[src/hdl/jsu_pkg.sv]
// ============================================================================
// jsu_pkg: shared types and helpers for the JSON string unescaper
// Result kinds, error codes, the result group type and the small decode
// functions used by the decoder and the result emitter.
// ============================================================================
package jsu_pkg;

  // Result kinds.
  localparam logic [1:0] KIND_BYTE  = 2'd0;
  localparam logic [1:0] KIND_CLOSE = 2'd1;
  localparam logic [1:0] KIND_ERROR = 2'd2;

  // Error codes.
  localparam logic [2:0] ERR_NONE    = 3'd0;
  localparam logic [2:0] ERR_TOKEN   = 3'd1;
  localparam logic [2:0] ERR_END     = 3'd2;
  localparam logic [2:0] ERR_ESCAPE  = 3'd3;
  localparam logic [2:0] ERR_UNICODE = 3'd4;

  // Up to four results caused by one input item; num is the count minus one.
  typedef struct packed {
    logic [3:0][7:0] data;
    logic [1:0]      num;
    logic [1:0]      kind;
    logic [2:0]      err;
  } grp_t;

  // Hex digit decode: bit 4 flags a valid digit, bits 3:0 hold its value.
  typedef struct packed {
    logic       ok;
    logic [3:0] val;
  } hex_t;

  function automatic logic is_space(input logic [7:0] b);
    return (b == 8'h20) || ((b >= 8'h09) && (b <= 8'h0D));
  endfunction

  function automatic hex_t hex_value(input logic [7:0] b);
    hex_t h;
    h.ok  = 1'b1;
    h.val = 4'd0;
    if ((b >= 8'h30) && (b <= 8'h39)) begin
      h.val = b[3:0];
    end else if (((b >= 8'h41) && (b <= 8'h46)) || ((b >= 8'h61) && (b <= 8'h66))) begin
      h.val = b[3:0] + 4'd9;
    end else begin
      h.ok = 1'b0;
    end
    return h;
  endfunction

  // A group holding one result.
  function automatic grp_t single(input logic [7:0] b, input logic [1:0] kind,
                                  input logic [2:0] err);
    grp_t g;
    g.data    = '0;
    g.data[0] = b;
    g.num     = 2'd0;
    g.kind    = kind;
    g.err     = err;
    return g;
  endfunction

  // UTF-8 encoding of a code point, first byte in data[0].
  function automatic grp_t utf8(input logic [20:0] cp);
    grp_t g;
    g.data = '0;
    g.kind = KIND_BYTE;
    g.err  = ERR_NONE;
    if (cp <= 21'h7F) begin
      g.data[0] = cp[7:0];
      g.num     = 2'd0;
    end else if (cp <= 21'h7FF) begin
      g.data[0] = {3'b110, cp[10:6]};
      g.data[1] = {2'b10, cp[5:0]};
      g.num     = 2'd1;
    end else if (cp <= 21'hFFFF) begin
      g.data[0] = {4'b1110, cp[15:12]};
      g.data[1] = {2'b10, cp[11:6]};
      g.data[2] = {2'b10, cp[5:0]};
      g.num     = 2'd2;
    end else begin
      g.data[0] = {5'b11110, cp[20:18]};
      g.data[1] = {2'b10, cp[17:12]};
      g.data[2] = {2'b10, cp[11:6]};
      g.data[3] = {2'b10, cp[5:0]};
      g.num     = 2'd3;
    end
    return g;
  endfunction

endpackage

[src/hdl/jsu_ifs.sv]
// ============================================================================
// jsu_ifs: valid/ready channels of the JSON string unescaper
// One channel for JSON text bytes and one for decoded result items.
// ============================================================================
interface jsu_text_if;
  logic       valid;
  logic       ready;
  logic [7:0] in_byte;
  logic       end_of_input;

  modport source (output valid, output in_byte, output end_of_input, input ready);
  modport sink (input valid, input in_byte, input end_of_input, output ready);
endinterface

interface jsu_result_if;
  logic       valid;
  logic       ready;
  logic [7:0] out_byte;
  logic [1:0] kind;
  logic [2:0] error_code;
  logic       last;

  modport source (output valid, output out_byte, output kind, output error_code,
                  output last, input ready);
  modport sink (input valid, input out_byte, input kind, input error_code,
                input last, output ready);
endinterface

[src/hdl/jsu_decode.sv]
// ============================================================================
// jsu_decode: input register and string decode step
// Holds the parser state and turns one registered text byte into a group
// of zero to four results and the next parser state.
// ============================================================================
module jsu_decode (
  input  logic          clk,
  input  logic          rst,
  jsu_text_if.sink      text,
  input  logic          grp_free,
  output logic          grp_push,
  output jsu_pkg::grp_t grp_new
);

  typedef enum logic [2:0] {
    IDLE    = 3'd0,
    STR     = 3'd1,
    ESC     = 3'd2,
    HEX1    = 3'd3,
    WAIT_BS = 3'd4,
    WAIT_U  = 3'd5,
    HEX2    = 3'd6
  } mode_t;

  localparam logic [7:0] CH_QUOTE  = 8'h22;
  localparam logic [7:0] CH_BSLASH = 8'h5C;
  localparam logic [7:0] CH_SLASH  = 8'h2F;
  localparam logic [7:0] CH_B      = 8'h62;
  localparam logic [7:0] CH_F      = 8'h66;
  localparam logic [7:0] CH_N      = 8'h6E;
  localparam logic [7:0] CH_R      = 8'h72;
  localparam logic [7:0] CH_T      = 8'h74;
  localparam logic [7:0] CH_U      = 8'h75;

  logic        ireg_valid;
  logic [7:0]  ireg_byte;
  logic        ireg_eoi;
  logic        take;

  mode_t       mode, mode_next;
  logic [1:0]  hex_cnt, hex_cnt_next;
  logic [11:0] code_unit, code_unit_next;
  logic [9:0]  hs_bits, hs_bits_next;

  logic        has;
  jsu_pkg::grp_t grp_c;
  jsu_pkg::hex_t hv;
  logic [15:0] unit;

  // An item leaves the input register when its results have room.
  assign take       = ireg_valid && (!has || grp_free);
  assign text.ready = !ireg_valid || take;
  assign grp_push   = ireg_valid && has && grp_free;
  assign grp_new    = grp_c;

  // Input register.
  always_ff @(posedge clk) begin
    if (rst) begin
      ireg_valid <= 1'b0;
    end else if (text.ready) begin
      ireg_valid <= text.valid;
    end
    if (text.ready && text.valid) begin
      ireg_byte <= text.in_byte;
      ireg_eoi  <= text.end_of_input;
    end
  end

  // Parser state, updated when the registered item is taken.
  always_ff @(posedge clk) begin
    if (rst) begin
      mode      <= IDLE;
      hex_cnt   <= 2'd0;
      code_unit <= 12'd0;
      hs_bits   <= 10'd0;
    end else if (take) begin
      mode      <= mode_next;
      hex_cnt   <= hex_cnt_next;
      code_unit <= code_unit_next;
      hs_bits   <= hs_bits_next;
    end
  end

  assign hv   = jsu_pkg::hex_value(ireg_byte);
  assign unit = {code_unit, hv.val};

  // Decode step for one byte of text or the end of input.
  always_comb begin
    mode_next      = mode;
    hex_cnt_next   = hex_cnt;
    code_unit_next = code_unit;
    hs_bits_next   = hs_bits;
    has            = 1'b0;
    grp_c          = jsu_pkg::single(8'h00, jsu_pkg::KIND_ERROR, jsu_pkg::ERR_NONE);

    if (ireg_eoi) begin
      case (mode)
        STR, ESC, HEX1, HEX2: begin
          has   = 1'b1;
          grp_c = jsu_pkg::single(8'h00, jsu_pkg::KIND_ERROR, jsu_pkg::ERR_END);
        end
        WAIT_BS, WAIT_U: begin
          has   = 1'b1;
          grp_c = jsu_pkg::single(8'h00, jsu_pkg::KIND_ERROR, jsu_pkg::ERR_UNICODE);
        end
        default: begin
        end
      endcase
      mode_next      = IDLE;
      hex_cnt_next   = 2'd0;
      code_unit_next = 12'd0;
      hs_bits_next   = 10'd0;
    end else begin
      case (mode)
        STR: begin
          has = 1'b1;
          if (ireg_byte == CH_QUOTE) begin
            grp_c     = jsu_pkg::single(8'h00, jsu_pkg::KIND_CLOSE, jsu_pkg::ERR_NONE);
            mode_next = IDLE;
          end else if (ireg_byte < 8'h20) begin
            grp_c     = jsu_pkg::single(8'h00, jsu_pkg::KIND_ERROR, jsu_pkg::ERR_TOKEN);
            mode_next = IDLE;
          end else if (ireg_byte == CH_BSLASH) begin
            has       = 1'b0;
            mode_next = ESC;
          end else begin
            grp_c = jsu_pkg::single(ireg_byte, jsu_pkg::KIND_BYTE, jsu_pkg::ERR_NONE);
          end
        end

        ESC: begin
          has       = 1'b1;
          mode_next = STR;
          case (ireg_byte)
            CH_QUOTE, CH_BSLASH, CH_SLASH:
              grp_c = jsu_pkg::single(ireg_byte, jsu_pkg::KIND_BYTE, jsu_pkg::ERR_NONE);
            CH_B: grp_c = jsu_pkg::single(8'h08, jsu_pkg::KIND_BYTE, jsu_pkg::ERR_NONE);
            CH_F: grp_c = jsu_pkg::single(8'h0C, jsu_pkg::KIND_BYTE, jsu_pkg::ERR_NONE);
            CH_N: grp_c = jsu_pkg::single(8'h0A, jsu_pkg::KIND_BYTE, jsu_pkg::ERR_NONE);
            CH_R: grp_c = jsu_pkg::single(8'h0D, jsu_pkg::KIND_BYTE, jsu_pkg::ERR_NONE);
            CH_T: grp_c = jsu_pkg::single(8'h09, jsu_pkg::KIND_BYTE, jsu_pkg::ERR_NONE);
            CH_U: begin
              has            = 1'b0;
              mode_next      = HEX1;
              hex_cnt_next   = 2'd0;
              code_unit_next = 12'd0;
            end
            default: begin
              grp_c     = jsu_pkg::single(8'h00, jsu_pkg::KIND_ERROR, jsu_pkg::ERR_ESCAPE);
              mode_next = IDLE;
            end
          endcase
        end

        HEX1, HEX2: begin
          if (!hv.ok) begin
            has       = 1'b1;
            grp_c     = jsu_pkg::single(8'h00, jsu_pkg::KIND_ERROR, jsu_pkg::ERR_UNICODE);
            mode_next = IDLE;
          end else if (hex_cnt != 2'd3) begin
            hex_cnt_next   = hex_cnt + 2'd1;
            code_unit_next = unit[11:0];
          end else begin
            hex_cnt_next   = 2'd0;
            code_unit_next = unit[11:0];
            if (mode == HEX1) begin
              // First unit: a high surrogate waits for its partner.
              if (unit[15:10] == 6'b110110) begin
                hs_bits_next = unit[9:0];
                mode_next    = WAIT_BS;
              end else if (unit[15:10] == 6'b110111) begin
                has       = 1'b1;
                grp_c     = jsu_pkg::single(8'h00, jsu_pkg::KIND_ERROR,
                                            jsu_pkg::ERR_UNICODE);
                mode_next = IDLE;
              end else begin
                has       = 1'b1;
                grp_c     = jsu_pkg::utf8({5'd0, unit});
                mode_next = STR;
              end
            end else begin
              // Second unit must be a low surrogate; combine the pair.
              has = 1'b1;
              if (unit[15:10] != 6'b110111) begin
                grp_c     = jsu_pkg::single(8'h00, jsu_pkg::KIND_ERROR,
                                            jsu_pkg::ERR_UNICODE);
                mode_next = IDLE;
              end else begin
                grp_c        = jsu_pkg::utf8({({1'b0, hs_bits} + 11'd64), unit[9:0]});
                mode_next    = STR;
                hs_bits_next = 10'd0;
              end
            end
          end
        end

        WAIT_BS, WAIT_U: begin
          if ((mode == WAIT_BS) && (ireg_byte == CH_BSLASH)) begin
            mode_next = WAIT_U;
          end else if ((mode == WAIT_U) && (ireg_byte == CH_U)) begin
            mode_next      = HEX2;
            hex_cnt_next   = 2'd0;
            code_unit_next = 12'd0;
          end else if (!jsu_pkg::is_space(ireg_byte)) begin
            has       = 1'b1;
            grp_c     = jsu_pkg::single(8'h00, jsu_pkg::KIND_ERROR, jsu_pkg::ERR_UNICODE);
            mode_next = IDLE;
          end
        end

        default: begin
          mode_next = IDLE;
          if (ireg_byte == CH_QUOTE) begin
            mode_next = STR;
          end else if (!jsu_pkg::is_space(ireg_byte)) begin
            has   = 1'b1;
            grp_c = jsu_pkg::single(8'h00, jsu_pkg::KIND_ERROR, jsu_pkg::ERR_TOKEN);
          end
        end
      endcase

      // Leaving a string, normally or by error, clears all state.
      if (mode_next == IDLE) begin
        hex_cnt_next   = 2'd0;
        code_unit_next = 12'd0;
        hs_bits_next   = 10'd0;
      end
    end
  end

endmodule

[src/hdl/jsu_emit.sv]
// ============================================================================
// jsu_emit: result register and serializer
// Holds one group of results, handed out one item per cycle unless stalled.
// ============================================================================
module jsu_emit (
  input  logic          clk,
  input  logic          rst,
  input  logic          grp_push,
  input  jsu_pkg::grp_t grp_new,
  output logic          grp_free,
  jsu_result_if.source  decoded
);

  jsu_pkg::grp_t grp;
  logic          grp_valid;
  logic [1:0]    idx;
  logic          fire;

  assign fire     = decoded.valid && decoded.ready;
  assign grp_free = !grp_valid || (fire && decoded.last);

  // Output item fields come straight from the result register.
  assign decoded.valid      = grp_valid;
  assign decoded.out_byte   = grp.data[idx];
  assign decoded.kind       = grp.kind;
  assign decoded.error_code = grp.err;
  assign decoded.last       = (idx == grp.num);

  // Control: group occupancy and position within the group.
  always_ff @(posedge clk) begin
    if (rst) begin
      grp_valid <= 1'b0;
      idx       <= 2'd0;
    end else if (grp_push) begin
      grp_valid <= 1'b1;
      idx       <= 2'd0;
    end else if (fire) begin
      if (decoded.last) begin
        grp_valid <= 1'b0;
        idx       <= 2'd0;
      end else begin
        idx <= idx + 2'd1;
      end
    end
  end

  // Payload.
  always_ff @(posedge clk) begin
    if (grp_push) begin
      grp <= grp_new;
    end
  end

`ifndef SYNTH
  a_idx_in_group: assert property (@(posedge clk) disable iff (rst)
    grp_valid |-> (idx <= grp.num))
    else $error("result index beyond group size");

  a_error_has_code: assert property (@(posedge clk) disable iff (rst)
    (decoded.valid && (decoded.kind == jsu_pkg::KIND_ERROR))
      |-> (decoded.error_code != jsu_pkg::ERR_NONE))
    else $error("error item without error code");

  a_marker_is_last: assert property (@(posedge clk) disable iff (rst)
    (decoded.valid && (decoded.kind != jsu_pkg::KIND_BYTE)) |-> decoded.last)
    else $error("end marker or error not last in its group");

  a_push_only_free: assert property (@(posedge clk) disable iff (rst)
    grp_push |-> grp_free)
    else $error("group loaded while results still pending");
`endif

endmodule

[src/hdl/json_string_unescape_utf8_unit.sv]
// ============================================================================
// json_string_unescape_utf8_unit: JSON string unescaper with UTF-8 output
// Decodes quoted JSON strings from a byte stream into UTF-8 bytes, an end
// marker per closed string, or an error code.
// ============================================================================
// Takes one byte of JSON text per cycle unless the input stalls, and delivers
// results through an input register and a result register. Each input
// item yields zero or more results; a result group is held in the result
// register and handed out one item per cycle while the output is ready. The
// next input item is accepted while a group is waiting, and is held in the
// input register if it has results of its own and the group has not yet
// drained; the input then stalls until the last result of the group is taken.
// With the output always ready, items that give at most one result go
// through at one per cycle. A \u escape that gives n UTF-8 bytes can hold a
// text byte with results that follows it directly until its last byte is
// taken, while bytes without results, such as the backslash and hex digits
// of a following escape, pass during the drain.
// After reset the block is idle, skipping whitespace until an opening quote.
module json_string_unescape_utf8_unit (
  input  logic         clk,
  input  logic         rst,
  jsu_text_if.sink     text,
  jsu_result_if.source decoded
);

  logic          grp_push;
  logic          grp_free;
  jsu_pkg::grp_t grp_new;

  // Decode step with input register and parser state.
  jsu_decode u_decode (
    .clk      (clk),
    .rst      (rst),
    .text     (text),
    .grp_free (grp_free),
    .grp_push (grp_push),
    .grp_new  (grp_new)
  );

  // Result register and serializer.
  jsu_emit u_emit (
    .clk      (clk),
    .rst      (rst),
    .grp_push (grp_push),
    .grp_new  (grp_new),
    .grp_free (grp_free),
    .decoded  (decoded)
  );

endmodule

[src/flat_wrapper.sv]
// flat-port wrapper written by rule: the top's interface ports become plain ports
module json_string_unescape_utf8_unit_flat 
  (clk, rst, text_valid, text_in_byte, text_end_of_input, text_ready, decoded_valid, decoded_out_byte, decoded_kind, decoded_error_code, decoded_last, decoded_ready);
  jsu_text_if text_i ();
  jsu_result_if decoded_i ();
  input  logic clk;
  input  logic rst;
  input wire logic [$bits(text_i.valid)-1:0] text_valid;
  input wire logic [$bits(text_i.in_byte)-1:0] text_in_byte;
  input wire logic [$bits(text_i.end_of_input)-1:0] text_end_of_input;
  output wire logic [$bits(text_i.ready)-1:0] text_ready;
  output wire logic [$bits(decoded_i.valid)-1:0] decoded_valid;
  output wire logic [$bits(decoded_i.out_byte)-1:0] decoded_out_byte;
  output wire logic [$bits(decoded_i.kind)-1:0] decoded_kind;
  output wire logic [$bits(decoded_i.error_code)-1:0] decoded_error_code;
  output wire logic [$bits(decoded_i.last)-1:0] decoded_last;
  input wire logic [$bits(decoded_i.ready)-1:0] decoded_ready;
  assign text_i.valid = text_valid;
  assign text_i.in_byte = text_in_byte;
  assign text_i.end_of_input = text_end_of_input;
  assign text_ready = text_i.ready;
  assign decoded_valid = decoded_i.valid;
  assign decoded_out_byte = decoded_i.out_byte;
  assign decoded_kind = decoded_i.kind;
  assign decoded_error_code = decoded_i.error_code;
  assign decoded_last = decoded_i.last;
  assign decoded_i.ready = decoded_ready;
  json_string_unescape_utf8_unit u_core (.clk(clk), .rst(rst), .text(text_i), .decoded(decoded_i));
endmodule
[config.mk]
export PLATFORM = sky130hd
export DESIGN_NAME = json_string_unescape_utf8_unit_flat
export DESIGN_NICKNAME = d
export VERILOG_FILES = /design/src/hdl/jsu_pkg.sv /design/src/hdl/jsu_ifs.sv /design/src/hdl/jsu_decode.sv /design/src/hdl/jsu_emit.sv /design/src/hdl/json_string_unescape_utf8_unit.sv /design/src/flat_wrapper.sv
export SDC_FILE = /design/constraint.sdc
export NUM_CORES = 1
export LEC_CHECK = 0
export BUFFER_PORTS_ARGS = -buffer_cell sky130_fd_sc_hd__clkbuf_2
export CAP_MARGIN = 10
export CORE_ASPECT_RATIO = 2
export CORE_MARGIN = 2
export CORE_UTILIZATION = 62
export DETAILED_ROUTE_END_ITERATION = 6
export PLACE_DENSITY = 0.85
export SYNTH_ARGS = -nofsm -noshare
export SYNTH_HDL_FRONTEND = slang
export SYNTH_HIERARCHICAL = 1
export SYNTH_SLANG_ARGS = --single-unit
[constraint.sdc]
create_clock -name clk -period 4.8 [get_ports clk]
set_clock_uncertainty 0.1 [all_clocks]
set_input_delay 0.96 -clock clk [delete_from_list [all_inputs] [get_ports clk]]
set_output_delay 0.96 -clock clk [all_outputs]
set_load 0.03 [all_outputs]
==> impl_metrics.ini <==
[run_status]
outcome = complete, no violations

[sta]
fin_crit_sh_pct = 92.5
worst-slew-pin-transition_ns = 0.911
grt_setup_unrepaired = false
setup_tns_ns = 0
clock.fmax_mhz = 225
final_setup_vio_count = 0
relSlewSlack_pct = 39.3
slew_viol_final = 0
finalHoldViolations = 0
period_minus_slack_ns = 4.44
worst_hold_margin_ns = 0.394

[setup_path]
worst-r2r-cell-count = 11
crit_required_ns = 3.74
path_class = flip-flop to output pin
cp_max_fo = 9
worstPathArrival_ns = 3.38
setup.worst_path.start_class = flip-flop
rr_endpoint = u_core/u_emit/idx[0]
critical_path.reg2reg.startpoint = u_core/u_decode/ireg_byte[0]
timing.critical_path.from = u_core/u_decode/ireg_byte[0]
r2r_slack_ns = 0.63
critPathCaptureType = output pin

[yosys]
synth_ff_type = edfxtp_1
synthCells = 605
synth.cells.most_frequent = nand2_1, edfxtp_1, nor2_1
proportion_of_register_bits_with_asynchronous_set_or_reset_after_synthesis_pct = 0
synth_warnings = 6
synth.most_common_cell = nand2_1
yosysTopAreaCellShare_pct = 26.6
syn-cell-area_um2 = 5420
synth.lib_cells_used.distinct = 81
synth.top_cells.by_area = edfxtp_1, dfxtp_1, nand2_1
yosysSeqAreaShare_pct = 38.1
avgSynthCellArea_um2 = 8.96
number_of_enable_flip_flop_cells_after_synthesis = 48
synth.ff_latch_count = 79
synthDominantAreaCellType = edfxtp_1

[place]
gp_congestion = 1.00
post-place-cells = 699
numPortBuffers = 28
detailed_place_hpwl_um = 12500

[route]
dr.first_iter.drc_count = 520
drt_drc_violations_left = 0
detail_route.vias_per_cell = 7.03
vias = 5029
postRouteAntennaNets = 0
wirelength_um = 16900
first_pass_iters = 5
route.detailed.wl_per_inst_um = 23.6

[min_path]
min_from = u_core/u_decode/hex_cnt[1]
worst_hold_path_depth = 2
worst_hold_path_type = flip-flop to flip-flop
hold_path_end = u_core/u_decode/hex_cnt[1]

[die]
fp.coreArea_um2 = 8590
die_width_um = 70.1
num_rows = 48
die_h_um = 136
design.portCount = 29
floorplan.initialDensity_pct = 63.1
design.die.area_um2 = 9550

[clock_tree]
cts-resized-gates = 0
cts_hold_buffers = 0
clock_insertion_delay_worst_skew_ns = 0.35
cts.repair_timing.setup_buffer_count = 0
cts_buffer_depth = 2
clock_sinks = 79
cts-buffers-inserted = 9
tritoncts_clock_tree = done
cts_root_buffer_type = clkbuf_16
h-tree-depth = 3
clkTransAtPathRegs_ns = 0.06

[cells_and_area]
syn2layout_area_growth_pct = 8.36
layout-drive-gt1-share_pct = 15.1
num-fill-cells = 697
antenna_cells = 0
finish.net_count = 631
finish.utilization_pct = 68.4
layoutNonFillerInstCount = 715

[power_and_ir_drop]
leakagePower_nw = 2.02
power-per-cell-area_nw_per_um2 = 278
ir_worst_vdd_mv = 0.234
total_power_mw = 1.63

[global_route]
vias_in_the_first_global_route = 4943
antenna_found_initial = 0
pin_count_of_the_biggest_net_entering_global_routing = 44
grt_first_pass_wirelength_um = 25800
all_layer_global_routing_usage_pct = 35.8
gr-total-overflow = 0

[job]
cap_viol_max_count = 0
[flip-flops by register name (all words and copies together), names as in the netlist, 2 cells and up]
signal and flops:
u_core/u_decode/hex_cnt 2, u_core/u_emit/decoded.kind 2, u_core/u_emit/decoded.error_code 3, u_core/u_emit/grp 34, u_core/u_decode/mode 3, u_core/u_decode/code_unit 12
u_core/u_decode/ireg_byte 8, u_core/u_emit/idx 2, u_core/u_decode/hs_bits 10
[how the worst max path moves through the flow]
stage,endpoint,slack [ns],cells after the start
floorplan,u_core/u_emit/idx[1],0.91,12
global placement,u_core/u_emit/idx[0],0.87,11
detailed placement,u_core/u_emit/idx[0],0.73,11
CTS,text_ready,0.41,10
global route,text_ready,0.18,10
finish,text_ready,0.36,10
[worst max-delay path, cell delays in order (launching register included)]
cell and delay [ns]:
edfxtp_1 0.51, inv_1 0.20, ha_1 0.29, a21oi_1 0.09, or4b_1 0.62, a31oi_1 0.23
o221ai_1 0.23, nor2_1 0.30, o21ai_0 0.20, nand3_1 0.14, clkbuf_2 0.21
[cell usage in the layout, fill, tap and decap left out, drive strengths merged, types with 5 or more instances in the layout]
cell type	instances
a22oi	6
o22ai	10
ha	8
or3	5
nand2	57
and2	7
edfxtp	48
nand2b	19
nor3b	15
o211ai	7
buf	10
dfxtp	31
o21ai	31
a31oi	16
and3	9
inv	25
a21oi	32
nand3	27
mux2i	18
nor3	15
nor4	13
nor2b	10
o221ai	5
mux4	8
o2bb2ai	6
nor2	49
a31o	12
clkbuf	37
[layout make-up]
| type | instances | area (µm²) | area share (%) |
|---|---|---|---|
| clock buffer | 9 | 225 | 3.84 |
| clock inverter | 7 | 111 | 1.90 |
| inverter | 20 | 75.1 | 1.28 |
| multi-input combinational | 462 | 3060 | 52.1 |
| sequential | 79 | 2060 | 35.1 |
| tap | 100 | 125 | 2.13 |
| timing repair buffer | 38 | 215 | 3.67 |
[logic make-up (layout without fill, tap and decap cells)]
kind of cell,count (synthesis),after routing,synth area share (%)
buffers and inverters,66,74,5.68
other,1,3,0.0692
XOR/XNOR,4,4,0.647
flip-flops,79,79,38.1
AND/OR/NAND/NOR,253,253,25.2
AO/OA/AOI/OAI,168,168,21.8
adder cells (fa/ha/maj),8,8,1.85
multiplexers,26,26,6.72
[metal layers]
| layer | part of all wire, % | GRT usage [%] | routed length [µm] | vias up |
|---|---|---|---|---|
| li1 | - | - | - | 2301 |
| met1 | 34 | 35.1 | 5680 | 2359 |
| met2 | 54 | 66.1 | 9070 | 269 |
| met3 | 5.3 | 6.08 | 899 | 100 |
| met4 | 7.4 | 25.9 | 1250 | 0 |
| met5 | 0 | 0 | 0 | - |
[metrics by stage]
stage	area, µm²	worst slack (ns)
final	5870	0.362
after global routing	5870	0.177
after detailed placement	5540	0.730
after floorplan	5430	0.914
after global placement	5540	0.873
after CTS	5870	0.408
[power by group]
group / internal [mW] / switching (mW) / total [mW] / leakage [nW]
Combinational: 0.0370 / 0.0690 / 0.106 / 1.13
Sequential: 0.729 / 0.0133 / 0.743 / 0.716
Clock: 0.470 / 0.314 / 0.785 / 0.166
Power figures use the tool's default switching activity.
